File: src/rtl/core/tcw_pkg.sv
// tcw_pkg: shared constants, codes and beat types for the text console writer
// no dependencies; used by tcw_front, tcw_back and text_console_writer
package tcw_pkg;

    // screen geometry
    localparam int COLUMNS    = 80;
    localparam int ROWS       = 25;
    localparam int CELL_COUNT = ROWS * COLUMNS;
    localparam int AW         = $clog2(CELL_COUNT);
    localparam int RW         = (ROWS > 2) ? $clog2(ROWS) : 1;
    localparam int CW         = $clog2(COLUMNS + 1);
    localparam int TAB_STOP   = 4;

    // character codes
    localparam logic [7:0] CH_SPACE   = 8'h20;
    localparam logic [7:0] CH_NEWLINE = 8'h0A;
    localparam logic [7:0] CH_RETURN  = 8'h0D;
    localparam logic [7:0] CH_TAB     = 8'h09;

    // attribute and cell after reset
    localparam logic [7:0]  ATTR_RESET = 8'h07;
    localparam logic [15:0] RESET_CELL = {ATTR_RESET, CH_SPACE};

    // item op codes
    localparam logic [1:0] OP_PUT   = 2'd0;
    localparam logic [1:0] OP_CLEAR = 2'd1;
    localparam logic [1:0] OP_READ  = 2'd2;

    // command kinds handed from front to back
    localparam logic [2:0] K_CHAR  = 3'd0;
    localparam logic [2:0] K_NL    = 3'd1;
    localparam logic [2:0] K_CR    = 3'd2;
    localparam logic [2:0] K_TAB   = 3'd3;
    localparam logic [2:0] K_CLEAR = 3'd4;
    localparam logic [2:0] K_READ  = 3'd5;
    localparam logic [2:0] K_NOP   = 3'd6;

    // command queue
    localparam int Q_DEPTH = 2;
    localparam int QAW     = (Q_DEPTH > 2) ? $clog2(Q_DEPTH) : 1;
    localparam int QCW     = $clog2(Q_DEPTH + 1);

    typedef struct packed {
        logic [1:0]  op;
        logic [7:0]  char_code;
        logic [10:0] cell_index;
    } t_in;

    typedef struct packed {
        logic [15:0] cell_value;
        logic [4:0]  cursor_row;
        logic [6:0]  cursor_col;
    } t_out;

    typedef struct packed {
        logic [2:0]  kind;
        logic [7:0]  ch;
        logic [10:0] idx;
        logic        in_range;
    } t_cmd;

    typedef struct packed {
        logic take;
        logic init;
    } t_back_stat;

endpackage

File: src/rtl/core/tcw_front.sv
// tcw_front: accepts items, classifies them into commands and queues them
// depends on tcw_pkg
module tcw_front (
    input  logic               i_clk,
    input  logic               i_rst_n,
    input  logic               i_start,
    input  tcw_pkg::t_in       i_item,
    input  tcw_pkg::t_back_stat i_stat,
    output logic               o_busy,
    output logic               o_q_valid,
    output tcw_pkg::t_cmd      o_q_cmd
);

    tcw_pkg::t_cmd                 r_q [tcw_pkg::Q_DEPTH];
    logic [tcw_pkg::QAW-1:0]       r_wp, r_rp, n_wp, n_rp;
    logic [tcw_pkg::QCW-1:0]       r_count;
    tcw_pkg::t_cmd                 cmd;
    logic                          accept;
    logic                          pop;

    always_comb begin
        cmd.ch       = i_item.char_code;
        cmd.idx      = i_item.cell_index;
        cmd.in_range = 32'(i_item.cell_index) < tcw_pkg::CELL_COUNT;
        case (i_item.op)
            tcw_pkg::OP_PUT: begin
                case (i_item.char_code)
                    tcw_pkg::CH_NEWLINE: cmd.kind = tcw_pkg::K_NL;
                    tcw_pkg::CH_RETURN:  cmd.kind = tcw_pkg::K_CR;
                    tcw_pkg::CH_TAB:     cmd.kind = tcw_pkg::K_TAB;
                    default:             cmd.kind = tcw_pkg::K_CHAR;
                endcase
            end
            tcw_pkg::OP_CLEAR: cmd.kind = tcw_pkg::K_CLEAR;
            tcw_pkg::OP_READ:  cmd.kind = tcw_pkg::K_READ;
            default:           cmd.kind = tcw_pkg::K_NOP;
        endcase
    end

    assign o_busy    = (r_count == tcw_pkg::QCW'(tcw_pkg::Q_DEPTH)) || i_stat.init;
    assign accept    = i_start && !o_busy;
    assign o_q_valid = (r_count != '0);
    assign o_q_cmd   = r_q[r_rp];
    assign pop       = i_stat.take && o_q_valid;

    assign n_wp = (r_wp == tcw_pkg::QAW'(tcw_pkg::Q_DEPTH - 1)) ? '0 : r_wp + 1'b1;
    assign n_rp = (r_rp == tcw_pkg::QAW'(tcw_pkg::Q_DEPTH - 1)) ? '0 : r_rp + 1'b1;

    always_ff @(posedge i_clk) begin
        if (!i_rst_n) begin
            r_wp    <= '0;
            r_rp    <= '0;
            r_count <= '0;
        end else begin
            if (accept) r_wp <= n_wp;
            if (pop)    r_rp <= n_rp;
            if (accept && !pop)      r_count <= r_count + 1'b1;
            else if (pop && !accept) r_count <= r_count - 1'b1;
        end
    end

    always_ff @(posedge i_clk) begin
        if (accept) r_q[r_wp] <= cmd;
    end

endmodule

File: config.mk
export PLATFORM = sky130hd
export DESIGN_NAME = tcw_front
export DESIGN_NICKNAME = d
export VERILOG_FILES = /design/src/rtl/core/tcw_pkg.sv /design/src/rtl/core/tcw_front.sv
export SDC_FILE = /design/constraint.sdc
export NUM_CORES = 1
export LEC_CHECK = 0
export BUFFER_PORTS_ARGS = -buffer_cell sky130_fd_sc_hd__buf_4
export CAP_MARGIN = 10
export CORE_ASPECT_RATIO = 1.5
export CORE_MARGIN = 5
export CORE_UTILIZATION = 55
export DETAILED_ROUTE_END_ITERATION = 6
export GPL_ROUTABILITY_DRIVEN = 0
export PLACE_DENSITY = 0.82
export SYNTH_ARGS = -nofsm -noshare
export SYNTH_HDL_FRONTEND = slang
export SYNTH_SLANG_ARGS = --single-unit
export TNS_END_PERCENT = 1
File: constraint.sdc
create_clock -name i_clk -period 7.6 [get_ports i_clk]
set_clock_uncertainty 0.15 [all_clocks]
set_input_delay 1.9 -clock i_clk [delete_from_list [all_inputs] [get_ports i_clk]]
set_output_delay 1.9 -clock i_clk [all_outputs]
set_load 0.02 [all_outputs]
# Word-level counts from Yosys, hierarchy flattened
# Memories as Yosys holds them, arrays and structs flattened. A register that Yosys moved wholly into a read port is not among the register bits.
# Cells that the tools add are included.
# word_totals
n_memories	1
elab_cells	36
regBits	4
output_inout_bits	25
mem_bits_rw	46
input_bits	26
# mem_list
memory	words	width	rd	rd_ports_with_merged_regs	wr	line	rtl
r_q	2	23	1	1	1	tcw_front.sv:14	tcw_pkg::t_cmd r_q [tcw_pkg::Q_DEPTH];
# op_classes
order_cmp	1
eq_ne	6
n_mux	10
reduce_logical	11
addsub	4
# ops
op	count
$eq A8 B4 Y1 const B	3
$lt A11 B11 Y1 const B	1
$pmux W3 S3	1
$mux W1	6
$pmux W2 S3	1
$eq A2 B2 Y1 const B	2
$logic_and A1 B1 Y1	4
$mux W2	2
$reduce_bool A2 Y1	2
$logic_not A1 Y1	3
$add A1 B1 Y1 const B	2
$add A2 B1 Y2 const B	1
$eq A2 B1 Y1 const B	1
$logic_not A2 Y1	1
$sub A2 B1 Y2 const B	1
$logic_or A1 B1 Y1	1

# Logic depth before layout (Yosys ltp)
# Gate-level depths: netlist of run 1.
# logic_depth
word_depth	8
mapped_depth	6
ltp_nobuf	6

# Worst setup path after synthesis of run 1
# No wires, ideal clock.
# synth_timing
path_type	input-to-output
startpoint	in i_stat[0] in the netlist's numbering
endpoint	out o_busy
t_required_ps	5550
path_buffers	0
path_slack_ps	3313
t_arrival_ps	2237
cell_stages	1
path_cell_list	or2_2
# synth_between
elab_chain_cells	1
# synth_rtl
element	line	rtl
start, declared	tcw_front.sv:8	input tcw_pkg::t_back_stat i_stat,
$logic_or A1 B1 Y1	tcw_front.sv:40	assign o_busy = (r_count == tcw_pkg::QCW'(tcw_pkg::Q_DEPTH)) || i_stat.init;
end, declared	tcw_front.sv:9	output logic o_busy,
# No other way between the ends.

# Final worst setup path of run 1
# Ends and elaborated chain as after synthesis.

==> flow_summary_export.csv, run 1 <==
group,metric,value,unit
status,status,"complete, no violations",
synth,synth-adder-area-share,1.88,%
critical_path,crit_chain,"buf_4 -> or2_2 -> buf_4",
placed_design,dp_slack,3.09,ns
clocking,cts_setup_buffers,0,
route,vias_per_cell,5.35,
clocking,clkLatencyLatePin,0.29,ns
die,core.rowCount,26,
route,drc,0,
synth,synthCells,110,
timing,slew_headroom,24.6,%
timing,tightest_slew,1.13,ns
finish,instances_no_fill,208,
timing,finalCriticalPeriod,4.51,ns
critical_path,cp.arrival,2.46,ns
timing,slew_violations,0,
route,wire_per_inst,17.2,µm
critical_path,crit_path_start_kind,"input pin",
synth,seq_area_frac_synth,74.2,%
synth,syn_nets,139,
route,drt_wl_total,3570,µm
clocking,root_buffer,"clkbuf_8",
placed_design,place_area,2420,µm²
synth,ys_warn_count,0,
power,ir_drop,0.210,mV
critical_path,worstPathMaxFanout,2,
timing,finalCritPeriodShare,59.4,%
critical_path,worstSetupPathType,"input pin to primary output",
critical_path,cp_top_family,"simple AND/OR/NAND/NOR gates",
power,p_leak,0.930,nW
synth,synth.distinct_cells,25,
die,core,3450,µm²
finish,n_antenna_cell,0,
clocking,clock-sinks,51,
die,fp.dieH,83.8,µm
clocking,ctsResizeCount,0,
power,pwr_density_cell,296,nW/µm²
critical_path,critical-path-slowest-cell,"or2_2",
clocking,clk_pin_slew,0.08,ns
clocking,cts_hold_buf,0,
synth,synth_simple_gate_area_share,5.39,%
grt,grt_max_degree,24,
synth,avgSynthCellArea,18.2,µm²
critical_path,cp_num_buf_inv,2,
route,final_antenna_net_count,0,
timing,setup_tns,0,ns
hold_path,hold_class,"register to register",
critical_path,cp_common_cell,"buf_4",
grt,grt_first_pass_wirelength,5690,µm
placed_design,dp_cells,200,
critical_path,slowest_delay,0.29,ns
die,ios,51,
die,die_w,59.2,µm
synth,synth-compound-area-share,2.07,%
timing,fmax,221,MHz
die,die-area,4960,µm²
timing,rsz0062_at_grt,"false",
finish,stdcell_area,2500,µm²
synth,synth_xor_area_share,1.75,%
timing,setup_ws,3.09,ns
placed_design,dp_hpwl,2610,µm
clocking,cts_tree,"yes",
placed_design,port_buffers,50,
grt,overflow,0,
grt,grt_pass1_vias,1180,
timing,finalHoldViolCount,0,
finish,drive_above_1_share,49.4,%
finish,utilization,72.4,%
die,initial_core_util,57.9,%
route,drt_iter0_markers,24,
job,maxCapViolations,0,
critical_path,cp-end-kind,"primary output",
grt,grt_util_all_layers,15.3,%
timing,setup_violations,0,
grt,antenna_found_initial,0,
synth,ys_seq_elements,51,
clocking,clock_path_buffers,2,
route,num_vias,1113,
synth,synth_top_family_by_area,"multiplexers",
synth,netlist_area,2000,µm²
critical_path,cp.required,5.55,ns
clocking,h-tree-depth,2,
timing,hold-worst-slack,0.367,ns
route,first_pass_iters,3,
clocking,cts_inserted_buffers,5,
finish,layout.nets,194,
power,power,0.739,mW
finish,syn2layout_area_growth,25.1,%
synth,synth_mux_area_share,13.5,%
==> cell usage after synthesis, drive strengths merged <==
library cell / count / area [µm²]
a21boi: 1 / 7.51
and2: 4 / 25.0
and3: 1 / 6.26
buf: 2 / 10.0
dfxtp: 5 / 100
edfxtp: 46 / 1380
ha: 3 / 37.5
inv: 4 / 15.0
mux2: 23 / 259
mux2i: 1 / 10.0
nand2: 1 / 3.75
nand2b: 1 / 6.26
nand3b: 1 / 7.51
nor2b: 2 / 12.5
nor3b: 1 / 12.5
nor4b: 1 / 8.76
o2111ai: 1 / 8.76
o21ai: 2 / 10.0
o22ai: 1 / 6.26
o32ai: 1 / 8.76
or2: 2 / 12.5
or3: 2 / 12.5
xnor2: 3 / 26.3
xor2: 1 / 8.76
==> final cells by class <==
| class | count | area, µm² |
|---|---|---|
| flip-flops and latches | 51 | 1480 |
| fillers | 234 | 951 |
| well taps | 42 | 52.6 |
| inverters | 4 | 15.0 |
| multi-input cells | 53 | 493 |
| clock buffers | 8 | 80.1 |
| repair buffers | 50 | 375 |
==> path summary, 6_finish.rpt <==
path	startpoint	endpoint	slack, ns	cells past startpoint
worst max register to register	r_count[0]	r_q[0][16]	5.32	3
worst min register to register	r_wp	r_wp	0.37	2
worst min-delay path	r_wp	r_wp	0.37	2
worst max-delay path	i_stat[0]	o_busy	3.09	3
==> cells in the final DEF (no fill, tap or decap), types with 2 or more instances in the layout <==
cell type	n
or2_2	2
buf_4	50
or3_1	2
clkbuf_8	5
xnor2_1	3
dfxtp_1	5
edfxtp_1	46
ha_1	3
inv_1	4
clkbuf_1	3
mux2_2	23
and2_1	4
==> routing by layer <==
| layer | track usage, % | vias up | routed length [µm] |
|---|---|---|---|
| li1 | - | 526 | - |
| met4 | 6.39 | 0 | 102 |
| met3 | 3.87 | 11 | 212 |
| met1 | 19.0 | 536 | 1370 |
| met2 | 24.8 | 40 | 1880 |
| met5 | 0 | - | 0 |
==> registers in the layout (all words and copies together) (netlist names), named ones only <==
register	cells
r_q	46
r_count	2
r_rp	1
r_wp	1
==> cell families (layout without fill, tap and decap cells) <==
kind of cell / Yosys count / after routing
xor gates and xnor gates: 4 / 4
AOI/OAI and AO/OA: 6 / 6
DFF: 51 / 51
muxes: 24 / 24
and+or+nand+nor: 16 / 16
adders and majority gates: 3 / 3
buffers and inverters: 6 / 62
==> power by group <==
part | switching, mW | internal, mW | total, mW
registers | 0.0298 | 0.337 | 0.367
logic | 0.110 | 0.119 | 0.229
clock network | 0.0770 | 0.0655 | 0.142
==> worst register-to-register path: stages (launching register included) <==
cell and delay, ns:
dfxtp_1 0.43, nor2b_1 0.09, nor3b_2 0.27, nor2b_2 0.95
No activity file was read; power rests on OpenSTA's default activity.
==> run 2, diff against run 1 <==
Settings changed: ABC_AREA set to 1, CORE_UTILIZATION 55 to 47, PLACE_DENSITY 0.82 to 0.75.
Clock period 7.6 ns to 4.02 ns, I/O delays scaled along.
==> run 2 against run 1 <==
Effect of this change:
- non-clock buffer count is 2 higher
- synthesized area grew 1.8%
- synthesized cell count increased by 20%
- highest routed layer unchanged
- clock-buffer cell count down 3
- worst hold slack better by 0.020 ns
- flip-flop and latch count stayed put
- first-iteration DRC count grew 33%
==> flow_summary_export.csv, run 2 <==
group,metric,value,unit
status,status,"complete, no violations",
timing,rsz0062_at_grt,"false",
route,drt_wl_total,3620,µm
finish,final_common_cell,"buf_4",
synth,yosysTopAreaCellShare,68.0,%
route,vias_per_cell,5.07,
timing,slew_violations,0,
power,switchingPower,0.337,mW
power,comb_power_share,22.2,%
clocking,h-tree-depth,2,
power,swShare,26.4,%
hold_path,hold_class,"register to register",
die,die-area,5770,µm²
timing,setup_violations,0,
grt,grt_util_all_layers,13.4,%
finish,seqCellArea,1480,µm²
finish,multi_input_area,488,µm²
finish,fillers,338,
critical_path,cp.required,2.86,ns
power,pwr-share-clk,27.1,%
synth,ys_warn_count,0,
grt,grt_first_pass_wirelength,6060,µm
timing,finalHoldViolCount,0,
synth,yosys-top-cells-count,"edfxtp_1, mux2_2, nand2_1",
synth,async_reset_ff_share,0,%
critical_path,worstPathMaxFanout,23,
synth,syn_nets,161,
die,initial_core_util,48.3,%
placed_design,port_buffers,50,
clocking,clock_path_buffers,2,
power,p_leak,1.00,nW
grt,grt_max_degree,24,
finish,regMostFlops,"r_q",
route,first_pass_iters,4,
synth,avgSynthCellArea,15.4,µm²
power,pwr_density_cell,496,nW/µm²
timing,fmax,331,MHz
clocking,cts_hold_buf,0,
job,maxCapViolations,0,
die,core,4210,µm²
grt,antenna_found_initial,0,
route,wl_met3,270,µm
clocking,root_buffer,"clkbuf_8",
clocking,clk_pin_slew,0.09,ns
synth,yosys.area.top_type,"edfxtp_1",
finish,layout.nets,218,
clocking,clock-sinks,51,
route,top_layer_used,"met4",
route,wl_met2,2070,µm
die,die_w,63.7,µm
placed_design,dp_hpwl,2740,µm
synth,seq_area_frac_synth,72.9,%
grt,overflow,0,
placed_design,dp_slack,1.30,ns
route,drt_iter0_markers,32,
synth,synth.distinct_cells,17,
synth,synth_edf_count,46,
timing,hold-worst-slack,0.387,ns
die,ios,51,
power,internal-power,0.940,mW
clocking,cts_inserted_buffers,5,
critical_path,worstSetupPathType,"register to primary output",
synth,synthFlopType,"edfxtp_1",
synth,netlist_area,2030,µm²
power,power_frac_seq,50.8,%
synth,synthCells,132,
timing,slew_headroom,34.7,%
clocking,cts_setup_buffers,0,
timing,finalCriticalPeriod,3.02,ns
critical_path,crit_path_start_kind,"register",
timing,finalCritPeriodShare,75.2,%
clocking,ctsResizeCount,0,
synth,ys_seq_elements,51,
grt,grt_pass1_vias,1269,
finish,drive_above_1_share,45.3,%
finish,layout_common_cells,"buf_4, edfxtp_1, mux2_2, nand2_1, inv_1",
timing,setup_tns,0,ns
timing,tightest_slew,0.978,ns
finish,syn2layout_area_growth,26.7,%
critical_path,cp.arrival,1.87,ns
die,core.rowCount,29,
route,final_antenna_net_count,0,
clocking,cts_tree,"yes",
timing,setup_ws,0.998,ns
power,ir_drop,0.366,mV
route,wl_met1,1240,µm
synth,synthTopCellsByArea,"edfxtp_1, mux2_2, dfxtp_1",
route,wire_per_inst,15.3,µm
critical_path,cp-end-kind,"primary output",
finish,reg_top3,"r_q (46), r_count (2)",
finish,largest_register_ffs,46,
die,fp.dieH,90.5,µm
route,drc,0,
synth,yosysMostFrequentCell,"edfxtp_1",
clocking,clkLatencyLatePin,0.29,ns
finish,n_antenna_cell,0,
route,num_vias,1197,
## run 2: stage by stage
| stage | power [mW] | util, % | cells | area (µm²) |
|---|---|---|---|---|
| 2_1_floorplan | 0.830 | - | 132 | 2030 |
| 6_report | 1.28 | 61.1 | 236 | 2570 |
| 3_3_place_gp | 0.934 | 58.5 | 228 | 2460 |
| 5_1_grt | 1.33 | 61.1 | 236 | 2570 |
| 4_1_cts | 1.29 | 61.1 | 236 | 2570 |
| 3_5_place_dp | 0.947 | 58.5 | 228 | 2460 |
## run 2: per-layer routing
| metal | global-route usage [%] | up-vias |
|---|---|---|
| li1 | - | 585 |
| met2 | 24.5 | 37 |
| met1 | 14.2 | 571 |
| met5 | 0 | - |
| met4 | 5.20 | 0 |
| met3 | 3.74 | 4 |
## run 2: final cells by class
| class | count | area share, % |
|---|---|---|
| Clock buffer | 5 | 2.67 |
| Clock inverter | 3 | 1.65 |
| Sequential cell | 51 | 57.6 |
| Timing Repair Buffer | 52 | 15.2 |
| Inverter | 12 | 1.75 |
| Multi-Input combinational cell | 67 | 19.0 |
| Tap cell | 46 | 2.24 |
## run 2: logic make-up (layout without fill, tap and decap cells)
family | count (synthesis) | count (layout) | share of synthesized area [%]
simple gates | 34 | 34 | 7.14
buf+inv | 14 | 72 | 3.32
fa+ha+maj | 3 | 3 | 1.85
flops | 51 | 51 | 72.9
compound gates | 7 | 7 | 2.03
mux | 23 | 23 | 12.7
## run 2: worst paths after layout
path	from	to	slack, ns	cells after the start
max	register	o_q_cmd[20]	1.0	2
min	r_rp	register	0.39	2
max reg2reg	r_count[0]	r_q[0][3]	2.16	5
min reg2reg	r_rp	register	0.39	2
## run 2: worst max-delay path, cell delays in order, from the launching register on
cell	delay (ns)
dfxtp_1	0.97
mux2_2	0.43
buf_4	0.16
## run 2: power by group through the flow
stage                     Sequential, mW  Combinational [mW]  Clock (mW)
after floorplan                    0.643               0.187           0
after global placement             0.658               0.276           0
after detailed placement           0.662               0.285           0
after CTS                          0.650               0.286       0.355
after global routing               0.655               0.304       0.373
final                              0.648               0.283       0.346
==> run 3, diff against run 2 <==
Clock period 4.02 ns to 2.47 ns, I/O delays scaled along.
==> run 3 against run 2 <==
Effect of this change:
- first-iteration DRC count down 41%
- clock-buffer cell count unchanged
- highest routed layer unchanged
- worst hold slack worse by 0.034 ns
- largest cell class unchanged
- critical path type unchanged
==> flow_summary_export.csv, run 3 (synthesized netlist as in run 2, its figures left out) <==
group,metric,value,unit
route,first_pass_iters,3,
clocking,ctsResizeCount,0,
timing,tightest_slew,0.226,ns
die,die-area,5770,µm²
clocking,clock_path_buffers,2,
finish,layout_common_cells,"buf_4, edfxtp_1, mux2_2, nand2_1, inv_1",
finish,largest_register_ffs,46,
clocking,clock-sinks,51,
job,maxCapViolations,0,
finish,multi_input_area,488,µm²
die,core,4210,µm²
finish,final_common_cell,"buf_4",
timing,hold-worst-slack,0.352,ns
finish,drive_above_1_share,46.4,%
critical_path,worstPathMaxFanout,14,
route,drt_wl_total,3770,µm
grt,grt_pass1_vias,1375,
power,internal-power,1.53,mW
critical_path,worstSetupPathType,"register to primary output",
grt,overflow,0,
clocking,root_buffer,"clkbuf_8",
route,vias_per_cell,5.10,
clocking,cts_setup_buffers,0,
clocking,h-tree-depth,2,
status,status,"complete, no violations",
critical_path,crit_chain,"buf_4 -> mux2_2 -> buf_4",
finish,utilization,61.8,%
timing,setup_tns,0,ns
grt,grt_first_pass_wirelength,6460,µm
die,fp.dieH,90.5,µm
clocking,clk_pin_slew,0.09,ns
die,initial_core_util,48.3,%
timing,rsz0062_at_grt,"false",
power,ir_drop,0.503,mV
timing,finalHoldViolCount,0,
critical_path,crit_path_start_kind,"register",
timing,slew_headroom,84.9,%
finish,stdcell_area,2600,µm²
grt,grt_max_degree,17,
route,num_vias,1223,
clocking,clkLatencyLatePin,0.29,ns
hold_path,hold_class,"input pin to register",
power,pwr_density_cell,801,nW/µm²
clocking,cts_hold_buf,0,
placed_design,place_area,2490,µm²
critical_path,slowest_delay,0.37,ns
critical_path,cp.required,1.70,ns
timing,fmax,467,MHz
critical_path,cp_top_family,"buffers and inverters",
critical_path,critical-path-slowest-cell,"mux2_2",
power,p_leak,1.02,nW
placed_design,dp_hpwl,2830,µm
finish,reg_top3,"r_q (46), r_count (2)",
finish,syn2layout_area_growth,28.0,%
critical_path,cp_common_cell,"buf_4",
grt,antenna_found_initial,0,
finish,layout.nets,222,
placed_design,port_buffers,50,
critical_path,cp-end-kind,"primary output",
power,swShare,26.3,%
die,ios,51,
finish,n_antenna_cell,0,
power,pwr-share-clk,26.5,%
route,drc,0,
route,wire_per_inst,15.7,µm
clocking,cts_inserted_buffers,5,
power,power,2.08,mW
timing,finalCritPeriodShare,86.7,%
die,die_w,63.7,µm
die,core.rowCount,29,
finish,regMostFlops,"r_q",
clocking,cts_tree,"yes",
route,final_antenna_net_count,0,
timing,slew_violations,0,
power,comb_power_share,24.1,%
critical_path,cp.arrival,1.37,ns
power,switchingPower,0.548,mW
finish,fillers,326,
route,drt_iter0_markers,19,
timing,finalCriticalPeriod,2.14,ns
timing,setup_violations,0,
critical_path,cp_num_buf_inv,2,
grt,grt_util_all_layers,14.4,%
power,power_frac_seq,49.3,%
finish,seqCellArea,1480,µm²
==> run 3: power groups by stage <==
stage	Combinational, mW	Clock, mW	Sequential, mW
2_1_floorplan	0.305	0	1.05
3_3_place_gp	0.488	0	1.04
3_5_place_dp	0.510	0	1.05
4_1_cts	0.512	0.569	1.03
5_1_grt	0.551	0.603	1.03
6_report	0.503	0.553	1.03
==> run 3: final cells by class <==
type                            instances  share of cell area, %
Sequential cell                        51                   57.0
Multi-Input combinational cell         67                   18.8
Timing Repair Buffer                   56                   16.2
Clock buffer                            5                   2.65
Tap cell                               46                   2.21
Inverter                               12                   1.73
Clock inverter                          3                   1.49
==> run 3: path summary, 6_finish.rpt <==
path | startpoint | to | slack (ns) | cells after the start
max | register | o_q_cmd[16] | 0.33 | 3
min | i_item[3] | r_q[0][4] | 0.35 | 1
max reg2reg | r_count[0] | r_count[1] | 0.73 | 9
min reg2reg | r_rp | register | 0.39 | 2
==> run 3: through the flow <==
step | instances | setup WS (ns)
after detailed placement | 232 | 0.514
after global routing | 240 | 0.222
after floorplan | 132 | 0.132
after global placement | 232 | 0.659
final | 240 | 0.328
after CTS | 240 | 0.300
==> run 3: per-layer routing <==
metal | global-route usage [%] | vias up | wire, µm
met4 | 7.11 | 0 | 87
met3 | 3.86 | 8 | 207
li1 | - | 591 | -
met1 | 15.5 | 589 | 1380
met5 | 0 | - | 0
met2 | 25.2 | 35 | 2090
==> run 3: worst register-to-register path, stage by stage, from the launching register on <==
cell	delay (ns)
dfxtp_1	0.34
inv_1	0.13
nand2_1	0.11
nand3_2	0.13
inv_1	0.06
ha_1	0.31
nand3b_1	0.20
nand2_1	0.10
nand2_1	0.06
nor2_1	0.09
